<file path="src/hw/rtl/ssc_pkg.sv">
// Shared constants, payload types and table row type for the stepwise schedule cost block.
`default_nettype none

package ssc_pkg;

   // Sizing of the job attribute tables.
   localparam int MAX_JOBS   = 512;
   localparam int MAX_TARDY  = 9;
   localparam int MAX_EARLY  = 2;
   localparam int VALUE_BITS = 16;

   localparam int JOB_BITS  = $clog2(MAX_JOBS);
   localparam int NUM_WORDS = 1 + 2 * MAX_EARLY + 2 * MAX_TARDY;

   // Slot layout of one job's attribute row.
   localparam int SLOT_PROC        = 0;
   localparam int SLOT_EARLY_DL    = 1;
   localparam int SLOT_EARLY_COST  = 1 + MAX_EARLY;
   localparam int SLOT_TARDY_DL    = 1 + 2 * MAX_EARLY;
   localparam int SLOT_TARDY_WT    = 1 + 2 * MAX_EARLY + MAX_TARDY;

   // Fixed field widths.
   localparam int MODE_BITS  = 1;
   localparam int INDEX_BITS = 9;
   localparam int SLOT_BITS  = 5;
   localparam int WORD_BITS  = 16;
   localparam int TIME_BITS  = 25;
   localparam int COST_BITS  = 48;
   localparam int EARLY_LVL_BITS = 2;
   localparam int TARDY_LVL_BITS = 4;

   localparam int TIME_SUM_BITS = ((TIME_BITS > VALUE_BITS) ? TIME_BITS : VALUE_BITS) + 1;
   localparam int CMP_BITS      = (TIME_BITS > VALUE_BITS) ? TIME_BITS : VALUE_BITS;
   localparam int SUM_EXT_BITS  = COST_BITS + 1;

   localparam logic [TIME_BITS-1:0] TIME_MAX = '1;
   localparam logic [COST_BITS-1:0] COST_MAX = '1;

   // Configuration port.
   localparam int CSR_INDEX_BITS = 4;
   localparam int CSR_DATA_BITS  = 8;

   localparam logic [CSR_INDEX_BITS-1:0] CSR_EARLY_LEVELS = CSR_INDEX_BITS'(0);
   localparam logic [CSR_INDEX_BITS-1:0] CSR_TARDY_LEVELS = CSR_INDEX_BITS'(1);

   localparam logic [EARLY_LVL_BITS-1:0] EARLY_LEVELS_RESET = EARLY_LVL_BITS'(2);
   localparam logic [TARDY_LVL_BITS-1:0] TARDY_LEVELS_RESET = TARDY_LVL_BITS'(9);

   localparam logic MODE_LOAD = 1'b0;
   localparam logic MODE_EVAL = 1'b1;

   typedef logic [VALUE_BITS-1:0] value_type;

   typedef struct packed {
      logic [MODE_BITS-1:0]  mode;
      logic [INDEX_BITS-1:0] job_index;
      logic [SLOT_BITS-1:0]  slot;
      logic [WORD_BITS-1:0]  value;
      logic                  last;
   } req_type;

   typedef struct packed {
      logic [WORD_BITS-1:0] job_cost;
      logic [COST_BITS-1:0] total_cost;
      logic [TIME_BITS-1:0] completion_time;
      logic                 last_out;
   } rsp_type;

   typedef struct packed {
      value_type                  proc;
      value_type [MAX_EARLY-1:0]  early_dl;
      value_type [MAX_EARLY-1:0]  early_cost;
      value_type [MAX_TARDY-1:0]  tardy_dl;
      value_type [MAX_TARDY-1:0]  tardy_wt;
   } row_type;

   typedef struct packed {
      logic [EARLY_LVL_BITS-1:0] early_levels;
      logic [TARDY_LVL_BITS-1:0] tardy_levels;
   } levels_type;

endpackage

`default_nettype wire

</file>
<file path="src/hw/rtl/ssc_charge.sv">
// Cost selection for one job: parallel deadline compares and a priority pick.
`default_nettype none

module ssc_charge (
   input  wire logic [ssc_pkg::TIME_BITS-1:0] completion,
   input  wire ssc_pkg::row_type              row,
   input  wire ssc_pkg::levels_type           levels,
   output ssc_pkg::value_type                 cost
);

   logic [ssc_pkg::CMP_BITS-1:0] c_ext;
   logic                         tardy_on;
   ssc_pkg::value_type           last_wt;

   assign c_ext = ssc_pkg::CMP_BITS'(completion);

   // The last weight in use; a level count above the table depth means the deepest one.
   always_comb begin
      last_wt = row.tardy_wt[ssc_pkg::MAX_TARDY-1];
      for (int k = 0; k < ssc_pkg::MAX_TARDY - 1; k++) begin
         if (32'(levels.tardy_levels) == k + 1) begin
            last_wt = row.tardy_wt[k];
         end
      end
   end

   assign tardy_on = (levels.tardy_levels != '0) &&
                     (c_ext > ssc_pkg::CMP_BITS'(row.tardy_dl[0]));

   // Later assignments win, so the loops run from the deepest level upwards.
   always_comb begin
      cost = '0;
      if (tardy_on) begin
         cost = last_wt;
         for (int k = ssc_pkg::MAX_TARDY - 1; k >= 1; k--) begin
            if ((32'(levels.tardy_levels) > k) &&
                (c_ext <= ssc_pkg::CMP_BITS'(row.tardy_dl[k]))) begin
               cost = row.tardy_wt[k-1];
            end
         end
      end
      for (int e = ssc_pkg::MAX_EARLY - 1; e >= 0; e--) begin
         if ((32'(levels.early_levels) > e) &&
             (c_ext <= ssc_pkg::CMP_BITS'(row.early_dl[e]))) begin
            cost = row.early_cost[e];
         end
      end
   end

endmodule

`default_nettype wire

</file>
<file path="config.mk">
export PLATFORM = sky130hd
export DESIGN_NAME = ssc_charge
export DESIGN_NICKNAME = d
export VERILOG_FILES = /design/src/hw/rtl/ssc_pkg.sv /design/src/hw/rtl/ssc_charge.sv
export SDC_FILE = /design/constraint.sdc
export NUM_CORES = 1
export LEC_CHECK = 0
export BUFFER_PORTS_ARGS = -buffer_cell sky130_fd_sc_hd__buf_4
export CORE_AREA = 4 4 161 163
export DETAILED_ROUTE_END_ITERATION = 8
export DIE_AREA = 0 0 165 167
export PLACE_DENSITY = 0.68
export SLEW_MARGIN = 10
export SYNTH_ARGS = -nofsm -noshare
export SYNTH_HDL_FRONTEND = slang
export SYNTH_SLANG_ARGS = --single-unit
</file>
<file path="constraint.sdc">
create_clock -name vclk -period 2.6
set_input_delay 0.13 -clock vclk [all_inputs]
set_output_delay 0.13 -clock vclk [all_outputs]
set_load 0.01 [all_outputs]
</file>
; After elaboration in Yosys (flattened, before gate mapping)
; Cells that the tools add are included.
[word_totals]
regBits = 0
inputBits = 399
output_inout_bits = 16
[op_classes]
n_lt_le_gt_ge = 21
eq_ne = 8
n_mux = 19
reduce_logical = 12
[ops]
columns = cell, count
row1 = $mux 16, 19
row2 = $le 25x16->1, 10
row3 = $gt 25x16->1, 1
row4 = $eq 4x3->1 const B, 4
row5 = $gt 4x3->1 const B, 4
row6 = $logic_and 1x1->1, 11
row7 = $eq 4x2->1 const B, 2
row8 = $gt 4x2->1 const B, 2
row9 = $eq 4x1->1 const B, 1
row10 = $eq 4x4->1 const B, 1
row11 = $gt 2x1->1 const B, 2
row12 = $gt 4x1->1 const B, 1
row13 = $gt 4x4->1 const B, 1
row14 = $reduce_bool 4->1, 1

; Longest topological paths before layout
; Gate-level depths: netlist of run 1.
[logic_depth]
ltp_word = 20
mapped_depth = 13

; Worst setup path after synthesis of run 1
; Ideal clock, no wire load.
[synth_path]
kind = input-to-output
start = in row[197] (netlist bit)
end = out cost[15]
arrival_time_ps = 2523
slack_ps = -53
cell_stages = 12
cell_sequence = inv_1 -> ha_1 -> a211oi_2 -> nor2_1 -> o31a_1 -> o41a_1 -> or3_1 -> buf_6 -> o31ai_2 -> a211o_1 -> a21oi_1 -> a221o_1
[synth_between]
elab_chain_cells = 8
[synth_lines]
columns = element, line_no
row1 = start: declaration, ssc_charge.sv:6  ; input wire ssc_pkg::row_type row,
row2 = $le 25x16->1, ssc_charge.sv:37  ; (c_ext <= ssc_pkg::CMP_BITS'(row.tardy_dl[k]))) begin
row3 = $logic_and 1x1->1, ssc_charge.sv:36  ; if ((32'(levels.tardy_levels) > k) &&
row4 = $mux 16 (3 in series), ssc_charge.sv:36
row5 = $mux 16, ssc_charge.sv:33  ; if (tardy_on) begin
row6 = $mux 16 (2 in series), ssc_charge.sv:43  ; if ((32'(levels.early_levels) > e) &&
row7 = end: declaration, ssc_charge.sv:8  ; output ssc_pkg::value_type cost
; Every way passes these cells.

; Final worst setup path of run 1
[layout_path]
start = in completion[0] (netlist bit)
end = out cost[13]
[layout_between]
elab_chain_cells = 13
elab_cells_between_ends = 33
cone_classes = order compare: 11 / mux: 11 / reduce/logical: 11
[layout_lines]
columns = element, line_no
row1 = start: declaration, ssc_charge.sv:5  ; input wire logic [ssc_pkg::TIME_BITS-1:0] completion,
row2 = $le 25x16->1, ssc_charge.sv:37
row3 = $logic_and 1x1->1, ssc_charge.sv:36
row4 = $mux 16 (8 in series), ssc_charge.sv:36
row5 = $mux 16, ssc_charge.sv:33
row6 = $mux 16, ssc_charge.sv:43
row7 = $mux 16 *, ssc_charge.sv:43
; Every way passes the cells marked *; elsewhere a longest branch is shown, timed or not.

==> results of run 1 <==
-- placed cells by master (no fill, tap or decap), types with 8 or more instances in the layout --
master,Yosys,layout
and3_1,29,27
buf_4,2,591
buf_6,1,36
nor2b_1,9,9
o22ai_1,11,10
a21oi_1,84,72
a211oi_1,28,13
a31oi_1,15,10
nor3b_1,10,9
inv_1,193,185
a2111oi_4,0,11
mux2_2,15,15
ha_1,176,138
nor3_1,27,21
nand2b_1,23,22
nand2_1,49,43
nand3b_1,9,9
nor2_1,80,78
ha_4,0,37
o211a_1,8,8
o21ai_0,43,34
buf_12,0,25
nand4_1,35,35
a21oi_2,1,10
a211oi_2,3,16
o21ai_2,0,9
nand3_1,38,34
o21ai_1,18,16
o21bai_1,9,9
a221o_1,21,20
o211ai_1,21,21
a21o_1,11,10
a211o_1,11,11
nor4b_1,10,8
mux2i_1,13,13
-- power groups by stage --
| stage | Combinational, mW | Sequential [mW] | Clock (mW) |
|---|---|---|---|
| finish | 2.35 | 0 | 0 |
| global route | 2.52 | 0 | 0 |
| global placement | 1.92 | 0 | 0 |
| floorplan | 0.848 | 0 | 0 |
| detailed placement | 1.95 | 0 | 0 |
| CTS | 2.16 | 0 | 0 |
-- kinds of logic after synthesis --
group                    share of synthesized area
AO/OA/AOI/OAI                               0.3275
adder cells (fa/ha/maj)                     0.2715
buffers and inverters                       0.1158
multiplexers                               0.03686
AND/OR/NAND/NOR                             0.2483
-- worst max-delay path, stage by stage --
cell and delay, ns:
buf_4 0.10, clkinvlp_4 0.09, buf_6 0.15, ha_1 0.20, nand2b_1 0.17, a21oi_1 0.24
o41ai_2 0.13, a211oi_4 0.34, nor2_2 0.10, buf_6 0.17, or4b_4 0.64, o21ai_4 0.21
o211a_1 0.18, buf_6 0.10
-- worst paths after layout --
path | from | endpoint | slack [ns] | cells past startpoint
setup / recovery | completion[0] | cost[13] | -0.49 | 14
hold / removal | row[309] | cost[5] | 0.57 | 3
-- per-layer routing --
metal  vias to the layer above  wire (um)
met4                         0       2316
met5                         -          0
li1                       5701          -
met3                       179       3534
met1                      5786      18210
met2                       740      22720
-- layout make-up --
type,count,area [sq um]
timing repair buffer,660,5488
inverter,195,740.7
fill,2092,9055
multi-input combinational,941,8631
tap,324,405.4
-- through the flow --
| step | worst slack [ns] | setup TNS, ns |
|---|---|---|
| 6_report | -0.4880 | -6.771 |
| 3_5_place_dp | -0.6696 | -9.474 |
| 2_1_floorplan | 0.02339 | 0 |
| 5_1_grt | -0.5801 | -8.079 |
| 3_3_place_gp | -0.6706 | -9.084 |
| 4_1_cts | -0.4087 | -5.625 |
-- repair_timing --
item / 4_1_cts / 5_1_grt
setup endpoints to repair: 16 / 16
cloned: 2 / 1
resized for setup: 203 / 112
buffers inserted: 32 / 20
pin swaps: 111 / 71
==> flow_summary.toml, run 1 <==
[place]
hpwl_um = 37460
gp_congestion = 0.9902
placed_cells = 2074
io_buffers = 399
postPlaceCellArea_sq_mm = 0.01312

[flow_run]
cap_violations = 0

[global_route]
grt.busiest_layer = "met2"
grt_use_total = 0.3047
grt_pass1_vias = 12497
grt_overflow_total = 0
grt_use_met1 = 0.3827
antenna_found_initial = 0
grt_first_pass_wirelength_um = 67060
use_met3 = 0.02793
grtUsageMet2 = 0.5343
grt_start_max_net_pins = 21

[timing]
worst_slew_pin_slew_ns = 0.4837
finalWorstSetupSlack_ns = -0.4880
min_period_ns = 3.088
slew_violations = 0
setup_viol = 16
hold_viol_final = 0
max_freq_mhz = 323.8
hold_slack_ns = 0.5718
period_share = 1.188
rsz0062_at_grt = "true"
relSlewSlack = 0.6756

[power]
comb_power_share = 1.000
p_leak_nw = 7.675
internal_power_mw = 1.240
p_per_area_mw_per_mm2 = 153.6
swShare = 0.4712
p_total_mw = 2.345
clkPwrFrac = 0
power.switching_mw = 1.105
vdd_drop_max_mv = 0.09871
seqPwrFrac = 0

[logic_synthesis]
syn_nets = 1758
ys_top_cells_by_area = "ha_1 (27%), inv_1 (8.9%), a21oi_1 (5.2%)"
synth_cell_types = 85
ys_top_cells_by_count = "inv_1 (193), ha_1 (176), a21oi_1 (84), nor2_1 (80), nand2_1 (49)"
yosysMostFrequentCell = "inv_1"
synth-seq-area-share = 0
syn_area_sq_mm = 0.008112
synth_top_area_share = 0.2715
synthCells = 1183
synth_top_area_cell = "ha_1"
syn_avg_cell_area_sq_um = 6.857
ys_warn_count = 0

[route]
drt-total-wl_um = 46770
wire_per_inst_um = 22.06
num_vias = 12406
drtIter0Drc = 1135
antenna_left = 0
drc = 0
viasPerCell = 5.852
first_pass_iters = 7

[worst_setup_path]
end_kind = "output pin"
start_kind = "input pin"
crit_arrival_ns = 2.96
worstSetupPathType = "input pin to output pin"
worst-endpoint-required_ns = 2.47
path_max_fanout = 13

[final_layout]
drive_above_1_share = 0.4839
diodes = 0
fin_area_sq_mm = 0.01526
clkbuf_count = 0
fin_util = 0.6277
seq_cell_count = 0
syn2layout_area_growth_pct = 88.18
area.sequential_sq_um = 0
fin_nets = 2373
stdcell_count = 2120

[floorplan]
row_count = 57
coreArea_sq_mm = 0.02432
die_width_um = 165
start_util = 0.3335
die-area_sq_mm = 0.02756
fp.dieH_um = 167
ios = 415

[min_path]
hold_path.class = "input pin to output pin"

[status]
outcome = "complete, but fails checks"
violations = "setup timing"

[clock_tree]
hold_buffers = 0
No activity file was read; power rests on OpenSTA's default activity.
==> inputs of run 2 (changes only) <==
Settings changed: CORE_AREA 4 4 161 163 to 5 5 158 160, DIE_AREA 0 0 165 167 to 0 0 163 165, PLACE_DENSITY 0.68 to 0.71.
==> run 2 against run 1 <==
Effect of this change:
- the run still ends with setup timing left
- cell count is 0.33% higher
- fmax is 1.5% lower
- combinational power hardly changed
- routed wire length is 6.1% higher
==> flow_summary.toml, run 2 (synthesis gave the netlist of run 1 again) <==
[final_layout]
multi_input_area_sq_mm = 0.008542
stdcell_count = 2127
fillers = 1987
area.sequential_sq_um = 0
clkbuf_count = 0
fin_area_sq_mm = 0.01519
fin_util = 0.6528
final_common_cell = "buf_4"
seq_cell_count = 0
drive_above_1_share = 0.4845
layout_common_cells = "buf_4 (602), inv_1 (187), ha_1 (140)"
fin_nets = 2381
syn2layout_area_growth_pct = 87.21

[timing]
rsz0062_at_grt = "true"
min_period_ns = 3.135
relSlewSlack = 0.6146
fin_tns_setup_ns = -7.795
slew_violations = 0
finalWorstSetupSlack_ns = -0.5350
max_freq_mhz = 319.0
worst_slew_pin_slew_ns = 0.5756
setup_viol = 16
hold_slack_ns = 0.5701
hold_viol_final = 0
period_share = 1.206

[worst_setup_path]
end_kind = "output pin"
worstSetupPathType = "input pin to output pin"
crit_arrival_ns = 3.00
worst-endpoint-required_ns = 2.47
start_kind = "input pin"
max_stage_delay_ns = 0.45
path_cells = "buf_4, inv_1, ha_4, o21ai_1, nor2_1, o31a_1, o41a_1, or3_4, buf_8, o31ai_2, a211o_1, a21oi_2, a221o_1, buf_6"
cpMaxStageDelayCell = "o41a_1"
path_max_fanout = 6

[global_route]
grt_overflow_total = 0
grt_pass1_vias = 12438
grt_start_max_net_pins = 21
grt_first_pass_wirelength_um = 71530
antenna_found_initial = 3
grt_use_total = 0.3418

[route]
drc = 0
drtIter0Drc = 1176
first_pass_iters = 7
wire_per_inst_um = 23.34
antenna_left = 0
viasPerCell = 5.862
num_vias = 12469
drt-total-wl_um = 49640

[place]
gp_congestion = 0.9913
hpwl_um = 40580
place_ws_ns = -0.7888
placed_cells = 2085
io_buffers = 399
postPlaceCellArea_sq_mm = 0.01325

[floorplan]
fp.dieH_um = 165
die-area_sq_mm = 0.02690
coreArea_sq_mm = 0.02326
die_width_um = 163
start_util = 0.3487
row_count = 56
ios = 415

[power]
power.switching_mw = 1.126
seqPwrFrac = 0
p_per_area_mw_per_mm2 = 157.0
swShare = 0.4721
clkPwrFrac = 0
vdd_drop_max_mv = 0.09600
internal_power_mw = 1.259
p_total_mw = 2.385
comb_power_share = 1.000
p_leak_nw = 7.729

[flow_run]
cap_violations = 0

[clock_tree]
hold_buffers = 0

[status]
violations = "setup timing"
outcome = "complete, but fails checks"

[min_path]
hold_path.class = "input pin to output pin"
run 2: changes by cell type in the layout (fill, tap and decap cells not counted), moves of 4 or more:
| cell | before | now |
|---|---|---|
| a21oi_1 | 72 | 68 |
| a21oi_2 | 10 | 15 |
| buf_4 | 591 | 602 |
| diode_2 | 0 | 4 |
| nand2_1 | 43 | 47 |
| nor2_2 | 2 | 6 |
| nor3_1 | 21 | 26 |
| nor3_2 | 5 | 1 |
| o31ai_2 | 4 | 9 |
| o31ai_4 | 7 | 3 |
run 2: layer usage:
| layer | global-route usage | wire, um | vias up |
|---|---|---|---|
| met1 | 0.4389 | 19710 | 5819 |
| li1 | - | - | 5719 |
| met3 | 0.06014 | 4772 | 151 |
| met4 | 0.1220 | 2352 | 0 |
| met5 | 0 | 0 | - |
| met2 | 0.5753 | 22810 | 780 |
run 2: power by group through the flow:
stage / sequential [mW] / clock, mW / combinational, mW
floorplan: 0 / 0 / 0.848
global placement: 0 / 0 / 1.98
detailed placement: 0 / 0 / 2.01
CTS: 0 / 0 / 2.26
global route: 0 / 0.000000154 / 2.55
finish: 0 / 0.000000206 / 2.38
run 2: worst max-delay path: cells and delay by family:
| family | cells | cell delay, ns |
|---|---|---|
| adders and majority gates | 1 | 0.20 |
| and+or+nand+nor | 2 | 0.46 |
| buffers and inverters | 4 | 0.50 |
| AOI/OAI and AO/OA | 7 | 1.72 |
run 2: final timing paths:
| kind | from | to | depth (start not counted) |
|---|---|---|---|
| worst max-delay path | row[198] | cost[10] | 14 |
| worst min-delay path | row[303] | cost[15] | 3 |
run 2: cell type report:
type / count / area share
antenna: 4 / 0.0006591
inverter: 195 / 0.04861
multi-input combinational: 941 / 0.5625
tap: 319 / 0.02628
timing repair buffer: 668 / 0.3620
run 2: repair_timing:
action,CTS,global route
endpoints found under the setup margin,16,16
gates resized for setup,223,62
pin swaps,91,48
setup buffers,33,6
cloned,3,0
==> inputs of run 3 (changes only) <==
Settings changed: ABC_AREA from default to 1, CORE_AREA 5 5 158 160 to 5 5 157 159, DIE_AREA 0 0 163 165 to 0 0 162 164, GPL_TIMING_DRIVEN from default to 0, PLACE_DENSITY 0.71 to 0.76.
==> run 3 against run 2 <==
Effect of this change:
- the flow still finishes with violations (setup timing)
- worst setup slack better by 0.35 ns
- cell area is 1.2% lower
- hold slack better by 0.010 ns
- clock-buffer cell count stayed put
- critical endpoint is now cost[1]
==> flow_summary.toml, run 3 <==
[status]
outcome = "complete, but fails checks"
violations = "setup timing"

[worst_setup_path]
path_max_fanout = 11
start_kind = "input pin"
cpMostUsedCell = "nand2_2"
max_stage_delay_ns = 0.34
worstSetupPathType = "input pin to output pin"
end_kind = "output pin"
crit_start = "completion[6]"
crit_arrival_ns = 2.65
path_cells = "buf_8, ha_1, nand2_2, nor4_4, nand3_1, nand2_2, nand3_4, buf_6, buf_6, o21ai_2, inv_1, nand2_1, nand3_2, nand3_2, nand2_2, nand2_2, nand2_2, nand2_2, a21oi_2, buf_4"
cpMaxStageDelayCell = "ha_1"
worst-endpoint-required_ns = 2.47

[min_path]
hold_end = "cost[14]"
min_from = "row[302]"
hold_depth = 4
hold_path.class = "input pin to output pin"

[place]
hpwl_um = 35780
gp_congestion = 0.9640
io_buffers = 398

[logic_synthesis]
synth-seq-area-share = 0
synth_cell_types = 44
ys_top_cells_by_count = "nand2_1 (524), inv_1 (393), ha_1 (176), nand3_1 (145), nor2_1 (131)"
yosysMostFrequentCell = "nand2_1"
syn_area_sq_mm = 0.009079
synthCells = 1756
synth_top_area_share = 0.2426
synth_top_area_cell = "ha_1"
syn_avg_cell_area_sq_um = 5.170
ys_top_cells_by_area = "ha_1 (24%), nand2_1 (22%), inv_1 (16%)"
ys_warn_count = 0
syn_nets = 2331

[floorplan]
start_util = 0.3926
fp.dieH_um = 164
die_width_um = 162
ios = 415
coreArea_sq_mm = 0.02312
die-area_sq_mm = 0.02657
row_count = 56

[global_route]
grt_first_pass_wirelength_um = 66680
grt_start_max_net_pins = 12
antenna_found_initial = 0
grt_pass1_vias = 12711
grt_use_total = 0.3127
grt_overflow_total = 0

[final_layout]
drive_above_1_share = 0.3703
layout_common_cells = "buf_4 (415), nand2_1 (397), inv_1 (386)"
clkbuf_count = 0
area.sequential_sq_um = 0
fillers = 2147
syn2layout_area_growth_pct = 65.26
seq_cell_count = 0
fin_nets = 2789
fin_util = 0.6489
final_common_cell = "buf_4"

[timing]
hold_viol_final = 0
finalWorstSetupSlack_ns = -0.1807
setup_viol = 16
max_freq_mhz = 359.6
period_share = 1.069
relSlewSlack = 0.5156
rsz0062_at_grt = "true"
slew_violations = 0
min_period_ns = 2.781
worst_slew_pin_slew_ns = 0.7266
fin_tns_setup_ns = -1.839

[power]
p_leak_nw = 8.380
p_total_mw = 2.363
p_per_area_mw_per_mm2 = 157.5
vdd_drop_max_mv = 0.1239

[route]
drt-total-wl_um = 46850
antenna_left = 0
viasPerCell = 5.312
first_pass_iters = 5
drc = 0
wire_per_inst_um = 18.71
drtIter0Drc = 1224
num_vias = 13302

[flow_run]
cap_violations = 0
## run 3: layer usage
metal / part of all wire / vias to the layer above / track usage
li1: - / 6458 / -
met1: 0.40 / 6001 / 0.3988
met2: 0.48 / 674 / 0.5381
met3: 0.068 / 169 / 0.03739
met4: 0.055 / 0 / 0.1238
met5: 0 / - / 0
## run 3: cell families (layout without fill, tap and decap cells)
group,Yosys count,after routing,share of synthesized area
AOI/OAI and AO/OA,233,233,0.1369
and+or+nand+nor,900,902,0.4283
other,0,2,0
adders and majority gates,176,176,0.2426
buffers and inverters,447,901,0.1923
## run 3: layout make-up
cell class,count,area [sq um],area share
Antenna cell,2,5.005,0.0003336
Timing Repair Buffer,454,3721,0.2480
Inverter,404,1534,0.1022
Multi-Input combinational cell,1311,8982,0.5987
Tap cell,290,362.8,0.02418
Buffer,43,397.9,0.02652
## run 3: critical path: cells and delay by family
kind	cells	cell delay, ns
simple gates	12	1.43
buf+inv	5	0.65
fa+ha+maj	1	0.34
compound gates	2	0.10
## run 3: power breakdown
part | internal, mW | leakage [nW] | switching [mW]
combinational | 1.10 | 8.38 | 1.26
clock | 0.000000104 | 0.0000127 | 0
sequential | 0 | 0 | 0
total | 1.10 | 8.38 | 1.26
## run 3: what timing repair did
action	CTS	global route
gates cloned	6	4
pin swaps	61	156
setup buffers	30	18
hold buffers	0	0
setup endpoints to repair	16	16
gates resized for setup	188	287
## run 3: how the worst max path moves through the flow
stage | endpoint | depth (start not counted)
2_1_floorplan | cost[11] | 12
3_3_place_gp | cost[14] | 18
6_report | cost[1] | 20
5_1_grt | cost[0] | 23
3_5_place_dp | cost[14] | 18
4_1_cts | cost[7] | 13
## run 3: stage by stage
| step | std cells | cell area [sq um] | worst slack [ns] | hold WS, ns |
|---|---|---|---|---|
| floorplan | 1756 | 9079 | 0.3948 | 0.4060 |
| detailed placement | 2444 | 12430 | -0.7767 | 0.5834 |
| global placement | 2444 | 12430 | -0.8329 | 0.5786 |
| CTS | 2480 | 13610 | -0.04318 | 0.5837 |
| finish | 2504 | 15000 | -0.1807 | 0.5801 |
| global route | 2502 | 15000 | -0.2803 | 0.6058 |
